### src/hdl/chs_pkg.sv
// chs_pkg: shared types, constants and the arctangent table for the
// compass heading and steering block. No dependencies.

package chs_pkg;

    localparam int CORDIC_STEPS  = 16;
    localparam int ATAN_LEN      = 24;
    localparam int NUM_ITER      = (CORDIC_STEPS < ATAN_LEN) ? CORDIC_STEPS : ATAN_LEN;
    localparam int STEP_W        = $clog2(ATAN_LEN + 1);

    localparam int VEC_W         = 26;
    localparam int ANG_W         = 25;
    localparam int QANG_W        = 11;

    localparam int DEG90_Z       = 5898240;
    localparam int HALF_TURN_16  = 2880;
    localparam int FULL_TURN_16  = 5760;
    localparam int BIAS_DEG      = 180;
    localparam int WRAP_DEG      = 360;
    localparam int RIGHT_LIMIT   = 170;
    localparam int LEFT_LIMIT    = 190;
    localparam int DIR_RESET     = 60;

    localparam logic [1:0] DRIVE_RIGHT = 2'b01;
    localparam logic [1:0] DRIVE_LEFT  = 2'b10;

    typedef struct packed {
        logic [7:0] x_high;
        logic [7:0] x_low;
        logic [7:0] y_high;
        logic [7:0] y_low;
    } chs_in_t;

    typedef struct packed {
        logic [12:0] heading;
        logic [8:0]  relative_angle;
        logic        drive_first;
        logic        drive_second;
    } chs_out_t;

    // atan(2^-i) in units of 2^-16 degree, rounded to nearest
    function automatic logic [21:0] atan_entry(input logic [STEP_W-1:0] idx);
        logic [21:0] v;
        unique case (idx)
            5'd0:    v = 22'd2949120;
            5'd1:    v = 22'd1740967;
            5'd2:    v = 22'd919879;
            5'd3:    v = 22'd466945;
            5'd4:    v = 22'd234379;
            5'd5:    v = 22'd117304;
            5'd6:    v = 22'd58666;
            5'd7:    v = 22'd29335;
            5'd8:    v = 22'd14668;
            5'd9:    v = 22'd7334;
            5'd10:   v = 22'd3667;
            5'd11:   v = 22'd1833;
            5'd12:   v = 22'd917;
            5'd13:   v = 22'd458;
            5'd14:   v = 22'd229;
            5'd15:   v = 22'd115;
            5'd16:   v = 22'd57;
            5'd17:   v = 22'd29;
            5'd18:   v = 22'd14;
            5'd19:   v = 22'd7;
            5'd20:   v = 22'd4;
            5'd21:   v = 22'd2;
            5'd22:   v = 22'd1;
            default: v = 22'd0;
        endcase
        return v;
    endfunction

endpackage

### src/hdl/compass_heading_steer.sv
// compass_heading_steer: magnetometer heading (atan2) and steering decision.
// Depends on chs_pkg and chs_cordic.
//
//  channel   direction  handshake            payload
//  in        input      in_valid / in_stall  chs_pkg::chs_in_t  (X, Y bytes)
//  out       output     out_valid/out_stall  chs_pkg::chs_out_t (heading, angle, drive)
//  cfg       input      cfg_wr_en            cfg_wr_data (initial_direction)
//
// From acceptance, a transaction makes 16 passes through the shared CORDIC
// shift/add stage, then the rounding and offset steps, before its result is valid.
// A new transaction is accepted once the previous one is in the output register.
// Reset: drive bits cleared, initial_direction 60, output empty.
// A stalled output holds its result; the last step waits until the register frees.

module compass_heading_steer (
    input  logic                clk,
    input  logic                rst_n,
    input  logic                in_valid,
    output logic                in_stall,
    input  chs_pkg::chs_in_t    in_data,
    output logic                out_valid,
    input  logic                out_stall,
    output chs_pkg::chs_out_t   out_data,
    input  logic                cfg_wr_en,
    input  logic [8:0]          cfg_wr_data
);

    typedef enum logic [2:0] {
        ST_IDLE,
        ST_CORDIC,
        ST_HEAD,
        ST_REL,
        ST_FINISH
    } state_t;

    state_t                         state_reg;
    logic [8:0]                     dir_reg;
    logic                           xneg_reg;
    logic                           yneg_reg;
    logic                           zero_reg;
    logic [12:0]                    heading_reg;
    logic [8:0]                     rel_reg;
    logic [1:0]                     drive_reg;
    logic                           out_valid_reg;
    chs_pkg::chs_out_t              out_reg;

    logic signed [15:0]             xv;
    logic signed [15:0]             yv;
    logic signed [16:0]             xe;
    logic signed [16:0]             ye;
    logic [15:0]                    ax;
    logic [15:0]                    ay;
    logic                           start;
    logic                           cordic_done;
    logic [chs_pkg::QANG_W-1:0]     qangle;

    logic [12:0]                    head_raw;
    logic [12:0]                    head_next;
    logic signed [15:0]             s_val;
    logic [15:0]                    s_mag;
    logic [11:0]                    q_mag;
    logic signed [12:0]             r_trunc;
    logic signed [12:0]             r_wrap;
    logic [1:0]                     drive_next;

    always_comb
    begin
        xv    = $signed({in_data.x_high, in_data.x_low});
        yv    = $signed({in_data.y_high, in_data.y_low});
        xe    = {xv[15], xv};
        ye    = {yv[15], yv};
        ax    = xe[16] ? 16'(-xe) : 16'(xe);
        ay    = ye[16] ? 16'(-ye) : 16'(ye);
        start = (state_reg == ST_IDLE) && in_valid;
    end

    chs_cordic u_cordic (
        .clk   (clk),
        .rst_n (rst_n),
        .start (start),
        .ax    (ax),
        .ay    (ay),
        .done  (cordic_done),
        .angle (qangle)
    );

    // quadrant placement
    always_comb
    begin
        unique case ({xneg_reg, yneg_reg})
            2'b00:   head_raw = 13'(qangle);
            2'b10:   head_raw = 13'(chs_pkg::HALF_TURN_16) - 13'(qangle);
            2'b11:   head_raw = 13'(chs_pkg::HALF_TURN_16) + 13'(qangle);
            default: head_raw = 13'(chs_pkg::FULL_TURN_16) - 13'(qangle);
        endcase
        if (zero_reg)
            head_next = '0;
        else if (head_raw >= 13'(chs_pkg::FULL_TURN_16))
            head_next = head_raw - 13'(chs_pkg::FULL_TURN_16);
        else
            head_next = head_raw;
    end

    // offset, truncate toward zero, single wrap
    always_comb
    begin
        s_val   = 16'sd2880 - $signed({3'b000, dir_reg, 4'b0000})
                + $signed({3'b000, heading_reg});
        s_mag   = s_val[15] ? 16'(-s_val) : 16'(s_val);
        q_mag   = s_mag[15:4];
        r_trunc = s_val[15] ? -$signed({1'b0, q_mag}) : $signed({1'b0, q_mag});
        if (r_trunc < 0)
            r_wrap = r_trunc + 13'sd360;
        else if (r_trunc > 13'sd360)
            r_wrap = r_trunc - 13'sd360;
        else
            r_wrap = r_trunc;
    end

    always_comb
    begin
        priority if (rel_reg > 9'd0 && rel_reg < 9'(chs_pkg::RIGHT_LIMIT))
            drive_next = chs_pkg::DRIVE_RIGHT;
        else if (rel_reg > 9'(chs_pkg::LEFT_LIMIT) && rel_reg < 9'(chs_pkg::WRAP_DEG))
            drive_next = chs_pkg::DRIVE_LEFT;
        else
            drive_next = drive_reg;
    end

    always_ff @(posedge clk or negedge rst_n)
    begin
        if (!rst_n)
            dir_reg <= 9'(chs_pkg::DIR_RESET);
        else if (cfg_wr_en)
            dir_reg <= cfg_wr_data;
    end

    always_ff @(posedge clk or negedge rst_n)
    begin
        if (!rst_n)
        begin
            state_reg     <= ST_IDLE;
            xneg_reg      <= 1'b0;
            yneg_reg      <= 1'b0;
            zero_reg      <= 1'b0;
            heading_reg   <= '0;
            rel_reg       <= '0;
            drive_reg     <= '0;
            out_valid_reg <= 1'b0;
            out_reg       <= '0;
        end
        else
        begin
            if (state_reg == ST_FINISH && (!out_valid_reg || !out_stall))
                out_valid_reg <= 1'b1;
            else if (out_valid_reg && !out_stall)
                out_valid_reg <= 1'b0;
            unique case (state_reg)
                ST_IDLE:
                begin
                    if (in_valid)
                    begin
                        xneg_reg  <= xv[15];
                        yneg_reg  <= yv[15];
                        zero_reg  <= (xv == 16'sd0) && (yv == 16'sd0);
                        state_reg <= ST_CORDIC;
                    end
                end
                ST_CORDIC:
                begin
                    if (cordic_done)
                        state_reg <= ST_HEAD;
                end
                ST_HEAD:
                begin
                    heading_reg <= head_next;
                    state_reg   <= ST_REL;
                end
                ST_REL:
                begin
                    rel_reg   <= r_wrap[8:0];
                    state_reg <= ST_FINISH;
                end
                ST_FINISH:
                begin
                    if (!out_valid_reg || !out_stall)
                    begin
                        drive_reg              <= drive_next;
                        out_reg.heading        <= heading_reg;
                        out_reg.relative_angle <= rel_reg;
                        out_reg.drive_first    <= drive_next[1];
                        out_reg.drive_second   <= drive_next[0];
                        state_reg              <= ST_IDLE;
                    end
                end
                default:
                    state_reg <= ST_IDLE;
            endcase
        end
    end

    assign in_stall  = (state_reg != ST_IDLE);
    assign out_valid = out_valid_reg;
    assign out_data  = out_reg;

endmodule

### src/hdl/chs_cordic.sv
// chs_cordic: iterative first-quadrant CORDIC in vectoring mode, one
// shift/add/accumulate pass per cycle, angle out in 1/16 degree.
// Depends on chs_pkg.

module chs_cordic (
    input  logic                       clk,
    input  logic                       rst_n,
    input  logic                       start,
    input  logic [15:0]                ax,
    input  logic [15:0]                ay,
    output logic                       done,
    output logic [chs_pkg::QANG_W-1:0] angle
);

    typedef enum logic [1:0] {
        ST_IDLE,
        ST_ITER,
        ST_ROUND
    } state_t;

    state_t                              state_reg;
    logic [chs_pkg::STEP_W-1:0]          step_reg;
    logic signed [chs_pkg::VEC_W-1:0]    x_reg;
    logic signed [chs_pkg::VEC_W-1:0]    y_reg;
    logic signed [chs_pkg::ANG_W-1:0]    z_reg;
    logic                                done_reg;
    logic [chs_pkg::QANG_W-1:0]          angle_reg;

    logic signed [chs_pkg::VEC_W-1:0]    dx;
    logic signed [chs_pkg::VEC_W-1:0]    dy;
    logic signed [chs_pkg::ANG_W-1:0]    dz;
    logic signed [chs_pkg::VEC_W-1:0]    x_next;
    logic signed [chs_pkg::VEC_W-1:0]    y_next;
    logic signed [chs_pkg::ANG_W-1:0]    z_next;
    logic [22:0]                         z_clamp;
    logic [23:0]                         z_rnd;

    always_comb
    begin
        dx = y_reg >>> step_reg;
        dy = x_reg >>> step_reg;
        dz = $signed({3'b000, chs_pkg::atan_entry(step_reg)});
        if (!y_reg[chs_pkg::VEC_W-1])
        begin
            x_next = x_reg + dx;
            y_next = y_reg - dy;
            z_next = z_reg + dz;
        end
        else
        begin
            x_next = x_reg - dx;
            y_next = y_reg + dy;
            z_next = z_reg - dz;
        end
    end

    always_comb
    begin
        priority if (z_reg[chs_pkg::ANG_W-1])
            z_clamp = '0;
        else if (z_reg > chs_pkg::ANG_W'(chs_pkg::DEG90_Z))
            z_clamp = 23'(chs_pkg::DEG90_Z);
        else
            z_clamp = z_reg[22:0];
        z_rnd = {1'b0, z_clamp} + 24'd2048;
    end

    always_ff @(posedge clk or negedge rst_n)
    begin
        if (!rst_n)
        begin
            state_reg <= ST_IDLE;
            step_reg  <= '0;
            x_reg     <= '0;
            y_reg     <= '0;
            z_reg     <= '0;
            done_reg  <= 1'b0;
            angle_reg <= '0;
        end
        else
        begin
            done_reg <= (state_reg == ST_ROUND);
            unique case (state_reg)
                ST_IDLE:
                begin
                    if (start)
                    begin
                        x_reg     <= $signed({2'b00, ax, 8'h00});
                        y_reg     <= $signed({2'b00, ay, 8'h00});
                        z_reg     <= '0;
                        step_reg  <= '0;
                        state_reg <= ST_ITER;
                    end
                end
                ST_ITER:
                begin
                    x_reg    <= x_next;
                    y_reg    <= y_next;
                    z_reg    <= z_next;
                    step_reg <= step_reg + 1'b1;
                    if (step_reg == chs_pkg::STEP_W'(chs_pkg::NUM_ITER - 1))
                        state_reg <= ST_ROUND;
                end
                ST_ROUND:
                begin
                    angle_reg <= z_rnd[12 +: chs_pkg::QANG_W];
                    state_reg <= ST_IDLE;
                end
                default:
                    state_reg <= ST_IDLE;
            endcase
        end
    end

    assign done  = done_reg;
    assign angle = angle_reg;

endmodule

### config.mk
export PLATFORM = sky130hd
export DESIGN_NAME = compass_heading_steer
export DESIGN_NICKNAME = d
export VERILOG_FILES = /design/src/hdl/chs_pkg.sv /design/src/hdl/compass_heading_steer.sv /design/src/hdl/chs_cordic.sv
export SDC_FILE = /design/constraint.sdc
export NUM_CORES = 1
export LEC_CHECK = 0
export BUFFER_PORTS_ARGS = -buffer_cell sky130_fd_sc_hd__buf_2
export CORE_MARGIN = 2
export CORE_UTILIZATION = 60
export DETAILED_ROUTE_END_ITERATION = 10
export HOLD_SLACK_MARGIN = 0.06
export PLACE_DENSITY = 0.78
export SETUP_SLACK_MARGIN = 0.5
export SLEW_MARGIN = 30
export SYNTH_ARGS = -nofsm -noshare
export SYNTH_HDL_FRONTEND = slang
export SYNTH_HIERARCHICAL = 1
export SYNTH_SLANG_ARGS = --single-unit
### constraint.sdc
create_clock -name clk -period 6.1 [get_ports clk]
set_clock_uncertainty 0.15 [all_clocks]
set_input_delay 0.61 -clock clk [delete_from_list [all_inputs] [get_ports clk]]
set_output_delay 0.61 -clock clk [all_outputs]
set_load 0.01 [all_outputs]
# Yosys cells after proc, flatten, opt, wreduce, memory -nomap -nowiden
# Memory sizes are Yosys's and may differ from the RTL's.
# Cells that the tools add are included.
op_classes:
  n_addsub: 20
  order_cmp: 8
  n_eq_ne: 14
  shifts: 2
  n_mux: 33
  reduce_logical: 22
op_table:
  columns: ["operator", "n"]
  rows:
  - ["26-bit two-way mux", 4]
  - ["26-bit case mux with 2 select lines", 2]
  - ["26-bit adder", 2]
  - ["26-bit by 5-bit >>> shifter with 26-bit output", 2]
  - ["26-bit subtractor", 2]
  - ["25-bit two-way mux", 2]
  - ["25-bit case mux with 2 select lines", 1]
  - ["16-bit two-way mux", 3]
  - ["23-bit two-way mux", 2]
  - ["13-bit two-way mux", 3]
  - ["13-bit case mux with 3 select lines", 1]
  - ["16-bit logical NOT", 2]
  - ["16-bit negation", 2]
  - ["25-bit by 23-bit adder with 25-bit output", 1]
  - ["25-bit by 24-bit greater-than comparator with 1-bit output (second input constant)", 1]
  - ["25-bit by 23-bit subtractor with 25-bit output", 1]
  - ["23-bit by 12-bit adder with 23-bit output (second input constant)", 1]
  - ["9-bit two-way mux", 2]
  - ["15-bit negation with 16-bit output", 1]
  - ["14-bit by 14-bit adder with 15-bit output", 1]
  - ["3-bit case mux with 5 select lines", 1]
  - ["12-bit by 13-bit subtractor with 14-bit output (first input constant)", 1]
  - ["12-bit by 11-bit adder with 13-bit output (first input constant)", 1]
  - ["13-bit >= comparator (second input constant)", 1]
  - ["other kinds (36)", 59]
word_totals:
  ff_bits: 160
  rom_bits: 704
  in_bits: 46
  output_inout_bits: 26
  wordCells: 120
  n_memories: 1
memory_table:
  columns: ["memory", "depth", "width", "rd", "rd_clocked_by_memory_dff", "write_ports", "line", "text"]
  rows:
  - ["(no name shown)", 32, 22, 1, 0, 0, "chs_pkg.sv:44", "unique case (idx)"]

# Logic depth before layout (Yosys ltp)
# Gate-level depths: netlist (run 1).
logic_depth:
  depth_word: 9
  depth_mapped: 28
  mapped_depth_nobuf: 27

# Hierarchy
# The synthesis (run 1) kept the hierarchy.
modules_own_cells:
  columns: ["mod", "n_inst", "cells_per_inst", "area_per_inst_um2", "seq_area_each_um2"]
  rows:
  - ["chs_cordic", 1, 1569, 12700.9, 2402.3]
  - ["compass_heading_steer", 1, 594, 5262.5, 1556.5]

# Worst setup path before layout (run 1)
# No wires, ideal clock.
synth_path:
  kind: "flip-flop to flip-flop"
  startpoint: "register u_cordic/step_reg[0] in the netlist's numbering"
  endpoint: "register u_cordic/z_reg[19] in the netlist's numbering"
  setup_ns: 0.122
  arrival_ns: 5.335
  path_slack_ns: 0.494
  stages_incl_launch_ff: 23
  n_path_buf: 5
  period_less_slack_ns: 5.606
  cell_sequence: "dfrtp_1 > buf_6 > buf_12 > buf_12 > buf_2 > buf_2 > inv_1 > ha_1 > mux4_2 > o22ai_1 > inv_1 > ha_1 > mux2i_1 > ha_1 > a21o_1 > a21o_1 > a211oi_1 > o31ai_1 > a221o_1 > a21o_1 > o21a_1 > or3_1 > a32o_1"
synth_between:
  elab_chain_cells: 4
  word_cells_on_any_way: 5
  classes_between: "add/sub (2); mux (2); memory (1)"
synth_rtl:
  columns: ["element", "line", "text"]
  rows:
  - ["from (decl)", "chs_cordic.sv:22", "logic [chs_pkg::STEP_W-1:0] step_reg;"]
  - ["from (signal assigned)", "chs_cordic.sv:100", "step_reg <= step_reg + 1'b1;"]
  - ["memory read 32 x 22 bit (*)", null, null]
  - ["25-bit by 23-bit adder with 25-bit output / 25-bit by 23-bit subtractor with 25-bit output (equally long branches)", "chs_cordic.sv:47, chs_cordic.sv:53", null]
  - ["25-bit two-way mux (*)", "chs_cordic.sv:43", "if (!y_reg[chs_pkg::VEC_W-1])"]
  - ["25-bit case mux with 2 select lines (*)", "chs_cordic.sv:83", "unique case (state_reg)"]
  - ["to (signal assigned)", "chs_cordic.sv:99", "z_reg <= z_next;"]
  - ["to (decl)", "chs_cordic.sv:25", "logic signed [chs_pkg::ANG_W-1:0] z_reg;"]
# Every way passes the cells marked *; elsewhere a longest branch is shown, timed or not.
# A chain may end at the register's enable or synchronous reset.

# Worst setup path after layout (run 1)
layout_path:
  startpoint: "register u_cordic/step_reg[0] in the netlist's numbering"
  endpoint: "register u_cordic/x_reg[25] in the netlist's numbering"
layout_between:
  elab_chain_cells: 4
  word_cells_on_any_way: 5
  classes_between: "add/sub (2); shift (1); mux (2)"
layout_rtl:
  columns: ["element", "line", "text"]
  rows:
  - ["26-bit by 5-bit >>> shifter with 26-bit output (*)", "chs_cordic.sv:40", "dx = y_reg >>> step_reg;"]
  - ["26-bit adder / 26-bit subtractor (equally long branches)", "chs_cordic.sv:45, chs_cordic.sv:51", null]
  - ["26-bit two-way mux (*)", "chs_cordic.sv:43", null]
  - ["26-bit case mux with 2 select lines (*)", "chs_cordic.sv:83", null]
  - ["to (signal assigned)", "chs_cordic.sv:88", "x_reg <= $signed({2'b00, ax, 8'h00});"]
  - ["to (signal assigned)", "chs_cordic.sv:97", "x_reg <= x_next;"]
  - ["to (decl)", "chs_cordic.sv:23", "logic signed [chs_pkg::VEC_W-1:0] x_reg;"]
# Marked as above.

==> results of run 1 <==
==> placed cells by master, fill, tap and decap left out, types with 61 or more instances in the layout <==
| cell type | count |
|---|---|
| xnor2_1 | 123 |
| buf_2 | 70 |
| a21oi_1 | 136 |
| nand2_1 | 263 |
| inv_1 | 61 |
| ha_1 | 108 |
| nor2_1 | 172 |
| dfrtp_1 | 148 |
| buf_4 | 105 |
| o21ai_0 | 130 |
==> through the flow <==
stage	setup slack [ns]	cells	instance area (um2)
finish	0.580	2658	20200
global route	0.345	2658	20200
CTS	0.491	2626	19600
detailed placement	0.186	2588	19000
global placement	0.282	2588	19000
floorplan	0.515	2163	18000
==> kinds of logic after synthesis <==
group                      synth area share (%)
muxes                                      12.8
buffers and inverters                      4.33
adders and majority gates                  8.46
xor gates and xnor gates                   9.15
and+or+nand+nor                            19.1
AOI/OAI and AO/OA                          24.1
DFF                                        22.0
==> repair_timing <==
action                     CTS  global route
hold buffers                 1             0
setup endpoints to repair   17            30
buffers inserted             5            30
cloned                       0             2
hold endpoints to repair    44             0
resized for setup           12            74
pin swaps                    3            32
==> worst max-delay path by stage <==
stage                              end  slack [ns]  cells after the start
detailed placement          rel_reg[7]        0.19                     24
floorplan           u_cordic/x_reg[24]        0.52                     25
finish              u_cordic/x_reg[25]        0.58                     21
CTS                         rel_reg[7]        0.49                     25
global placement            rel_reg[7]        0.28                     24
global route        u_cordic/y_reg[24]        0.34                     22
==> metal layers <==
layer  routed length, um  share of wire, %  up-vias
met2               26600                46      817
met3                4430               7.7      192
met4                2740               4.8        0
met1               23600                41     8632
li1                    -                 -     8210
met5                   0                 0        -
==> area by class of cell <==
type                    instances  area share [%]
clock inverters                13           0.527
multi-input cells            1822            67.2
repair buffers                187            6.69
flip-flops and latches        158            19.7
clock buffers                  19            2.19
well taps                     390            2.42
inverters                      69            1.34
==> flow_summary.ini, run 1 <==
[setup_path]
worstPathMaxFanout = 6
criticalPathCategory = flop to flop
reg2reg_from = u_cordic/step_reg[0]
cp-startpoint = u_cordic/step_reg[0]
reg2reg_depth = 21
path_common_cell = or3_1
ff2ff_setup_slack_ns = 0.58
start_kind = flop
crit_path_end_kind = flop
reg2reg_to = u_cordic/x_reg[25]
crit_arrival_ns = 5.75
path_cells = buf_6 -> mux2_4 -> mux4_2 -> buf_4 -> mux2i_1 -> o21a_1 -> o211a_1 -> nand3_1 -> or3_1 -> mux2_2 -> o22ai_1 -> ha_1 -> and4_1 -> nand2b_1 -> nand2_1 -> a21oi_2 -> a31oi_2 -> o21ai_1 -> xor2_1 -> or3_1 -> o21ai_2
cp.required_ns = 6.33
critical_path.n_buffers_inverters = 2
critPathMaxStageDelay_ns = 0.53
crit_slowest_cell = dfrtp_4
path_delay_family = multiplexers

[floorplanning]
die_x_um = 177
rows = 63
start_util_pct = 60.8
dieArea_um2 = 31300
coreArea_um2 = 29600
io_pins = 72
die_h_um = 177

[synth]
synth_seq_cells = 158
synth.avg_cell_area_um2 = 8.30
ys_top_cells_by_area = dfrtp_1 (21%), ha_1 (8.0%), mux4_2 (6.5%), xnor2_1 (6.1%), nand2_1 (5.6%)
yosys.cell_types.count = 111
synth_top_area_share_pct = 21.5
synth_nets = 2328
yosys_warnings = 6
yosysTopAreaCell = dfrtp_1
synth_enable_flop_cells = 0
syn_inst = 2163
yosys_most_used_dff = dfrtp_1
synth_most_common_cell = nand2_1
seq_area_frac_synth_pct = 22.0
netlist_area_um2 = 18000
ys_async_sr_fraction_pct = 100
synth_top_cells_by_count = nand2_1 (266), nor2_1 (181), dfrtp_1 (154)

[route]
ant_nets = 0
drtIter0Drc = 1816
drt-total-wl_mm = 57.3
vias_per_cell = 6.72
first_pass_iters = 9
vias = 17851
wl_per_cell_um = 21.6
drc = 0

[grt]
use_met2_pct = 58.7
grt_max_degree = 92
grtUsageTotal_pct = 36.0
grt.busiest_layer = met2
overflow = 0
antenna_found_initial = 0
grt_pass1_vias = 16611
met3_usage_pct = 6.77
met1_usage_pct = 46.5
grt_pass1_wl_mm = 89.1

[job]
drv_cap = 0

[status]
status = finished, final reports clean

[final_layout]
area_growth_pct = 12.4
diodes = 0
multi_input_area_um2 = 13600
layout-drive-gt1-share_pct = 19.7
seq_area_um2 = 3970
fillers = 2432
final_nets = 2420
utilization_pct = 68.3

[sta]
finalHoldViolCount = 0
worst_slew_pin_slew_ns = 0.948
post-route-period-util_pct = 90.5
timing.slew.headroom_pct = 36.6
fmax_mhz = 181
finalCriticalPeriod_ns = 5.52
tns_ns = 0
setup_viol = 0
slew_violations = 0
rsz0062_at_grt = true
hold_ws_ns = 0.235

[place]
place.gp.congestion = 0.995
dp_hpwl_mm = 42.4
io_buffer_count = 71

[cts]
insertion_delay_ns = 0.46
clock_path_buffers = 2
clock-sinks = 158
clk_pin_slew_ns = 0.07
cts_root_buf = clkbuf_16
htreeDepth = 4
numCtsBuffers = 17
cts_tree = done

[hold_path]
min-delay-start = cfg_wr_data[7]
hold_depth = 2
hold_end = dir_reg[7]
hp-class = input port to flop
Power of run 1 is not shown: default switching activity piles up to over one toggle a cycle in this logic, so the estimate is an artifact.
==> run 2, diff against run 1 <==
- BUFFER_PORTS_ARGS: -buffer_cell sky130_fd_sc_hd__buf_2 -> -buffer_cell sky130_fd_sc_hd__clkbuf_2
==> flow_summary.ini, run 2 (synthesized netlist as in run 1, its figures left out) <==
[final_layout]
area_growth_pct = 12.0
layout_common_cells = nand2_1 (263), nor2_1 (174), dfrtp_1 (148), a21oi_1 (132), o21ai_0 (131)
final_nets = 2409
layout-drive-gt1-share_pct = 19.3
diodes = 0
final_common_cell = nand2_1

[sta]
tns_ns = 0
worst_slew_pin_slew_ns = 0.908
finalCriticalPeriod_ns = 5.40
setup_viol = 0
rsz0062_at_grt = true
slew_violations = 0
timing.slew.headroom_pct = 39.3
finalHoldViolCount = 0
fmax_mhz = 185
post-route-period-util_pct = 88.6

[setup_path]
path_delay_family = compound AO/OA/AOI/OAI gates
reg2reg_to = u_cordic/x_reg[24]
cp.required_ns = 6.28
reg2reg_from = u_cordic/step_reg[2]
worstPathMaxFanout = 20
start_kind = flop
reg2reg_depth = 24
crit_path_end_kind = flop
path_cells = buf_4 -> nor4_1 -> buf_4 -> mux2i_1 -> a222oi_1 -> buf_4 -> nor4_4 -> buf_4 -> o21a_1 -> and3_4 -> a211oi_1 -> a21oi_1 -> o32ai_1 -> ha_1 -> a21o_1 -> a21o_1 -> a221o_1 -> a21oi_1 -> a2bb2oi_2 -> a211o_1 -> o2111ai_1 -> a21oi_2 -> xor2_1 -> o21ai_0
criticalPathCategory = flop to flop
critPathMaxStageDelay_ns = 0.58
path_common_cell = buf_4
crit_arrival_ns = 5.58
critical_path.n_buffers_inverters = 4
crit_slowest_cell = dfrtp_2
ff2ff_setup_slack_ns = 0.70

[route]
vias = 17690
first_pass_iters = 7
vias_per_cell = 6.68
drc = 0
drt-total-wl_mm = 56.1
ant_nets = 0
wl_per_cell_um = 21.2
drtIter0Drc = 1900

[floorplanning]
dieArea_um2 = 31300
rows = 63
start_util_pct = 60.8
io_pins = 72
die_x_um = 177
coreArea_um2 = 29600
die_h_um = 177

[grt]
grtUsageTotal_pct = 35.5
overflow = 0
antenna_found_initial = 1
grt_pass1_vias = 16292
grt_pass1_wl_mm = 87.7
grt_max_degree = 95

[place]
dp_hpwl_mm = 41.8
io_buffer_count = 71
place.gp.congestion = 0.965

[cts]
insertion_delay_ns = 0.47
cts_tree = done
cts_root_buf = clkbuf_16
clock-sinks = 158
numCtsBuffers = 17
clk_pin_slew_ns = 0.08
clock_path_buffers = 2
htreeDepth = 4

[hold_path]
hold_depth = 3
hold_end = dir_reg[0]
hp-class = input port to flop
min-delay-start = cfg_wr_data[0]

[job]
drv_cap = 0

[status]
status = finished, final reports clean
==> run 2: worst max path at each step <==
stage,slack (ns),cells past startpoint,startpoint,to
after floorplan,0.52,25,u_cordic/step_reg[1],u_cordic/x_reg[24]
after detailed placement,0.29,20,u_cordic/step_reg[0],u_cordic/y_reg[24]
after CTS,0.47,20,u_cordic/step_reg[0],u_cordic/y_reg[24]
after global routing,0.43,24,u_cordic/step_reg[2],u_cordic/x_reg[24]
final,0.70,24,u_cordic/step_reg[2],u_cordic/x_reg[24]
after global placement,0.35,21,u_cordic/step_reg[0],u_cordic/y_reg[25]
==> run 2: cell type report <==
class	count	area [um2]
Timing Repair Buffer	176	1250
Multi-Input combinational cell	1822	13600
Inverter	69	263
Fill cell	2432	9450
Clock inverter	14	156
Clock buffer	18	429
Tap cell	390	488
Sequential cell	158	3970
==> run 2: layer usage <==
layer  track usage (%)  vias to the layer above  share of wire (%)
met1              46.8                     8502                 41
li1                  -                     8194                  -
met2              57.6                      820                 47
met5                 0                        -                  0
met3              5.69                      174                7.6
met4              15.6                        0                4.4
==> run 2: worst register-to-register path, stage by stage (launching register included) <==
cell       delay [ns]
dfrtp_2          0.58
buf_4            0.27
nor4_1           0.28
buf_4            0.18
mux2i_1          0.40
a222oi_1         0.14
buf_4            0.20
nor4_4           0.16
buf_4            0.16
o21a_1           0.15
and3_4           0.21
a211oi_1         0.07
a21oi_1          0.14
o32ai_1          0.10
ha_1             0.24
a21o_1           0.17
a21o_1           0.18
a221o_1          0.34
a21oi_1          0.18
a2bb2oi_2        0.17
a211o_1          0.21
o2111ai_1        0.16
a21oi_2          0.15
xor2_1           0.17
o21ai_0          0.09
==> run 2: timing repair <==
item                       in CTS  in global routing
hold buffers                    1                  0
pin swaps                       4                 37
cloned                          0                  1
hold endpoints to repair       66                  0
setup endpoints to repair      19                 38
setup buffers                   5                 30
gates resized for setup         7                 80
==> run 2: through the flow <==
step | instances | setup WS (ns) | hold slack [ns] | utilization, % | instance area (um2)
floorplan | 2163 | 0.515 | 0.164 | - | 18000
global placement | 2578 | 0.352 | 0.317 | 63.9 | 18900
detailed placement | 2578 | 0.295 | 0.324 | 63.9 | 18900
CTS | 2616 | 0.466 | 0.211 | 66.2 | 19600
global route | 2647 | 0.430 | 0.227 | 68.0 | 20100
finish | 2647 | 0.696 | 0.221 | 68.0 | 20100
Power of run 2 is left out for the same reason.
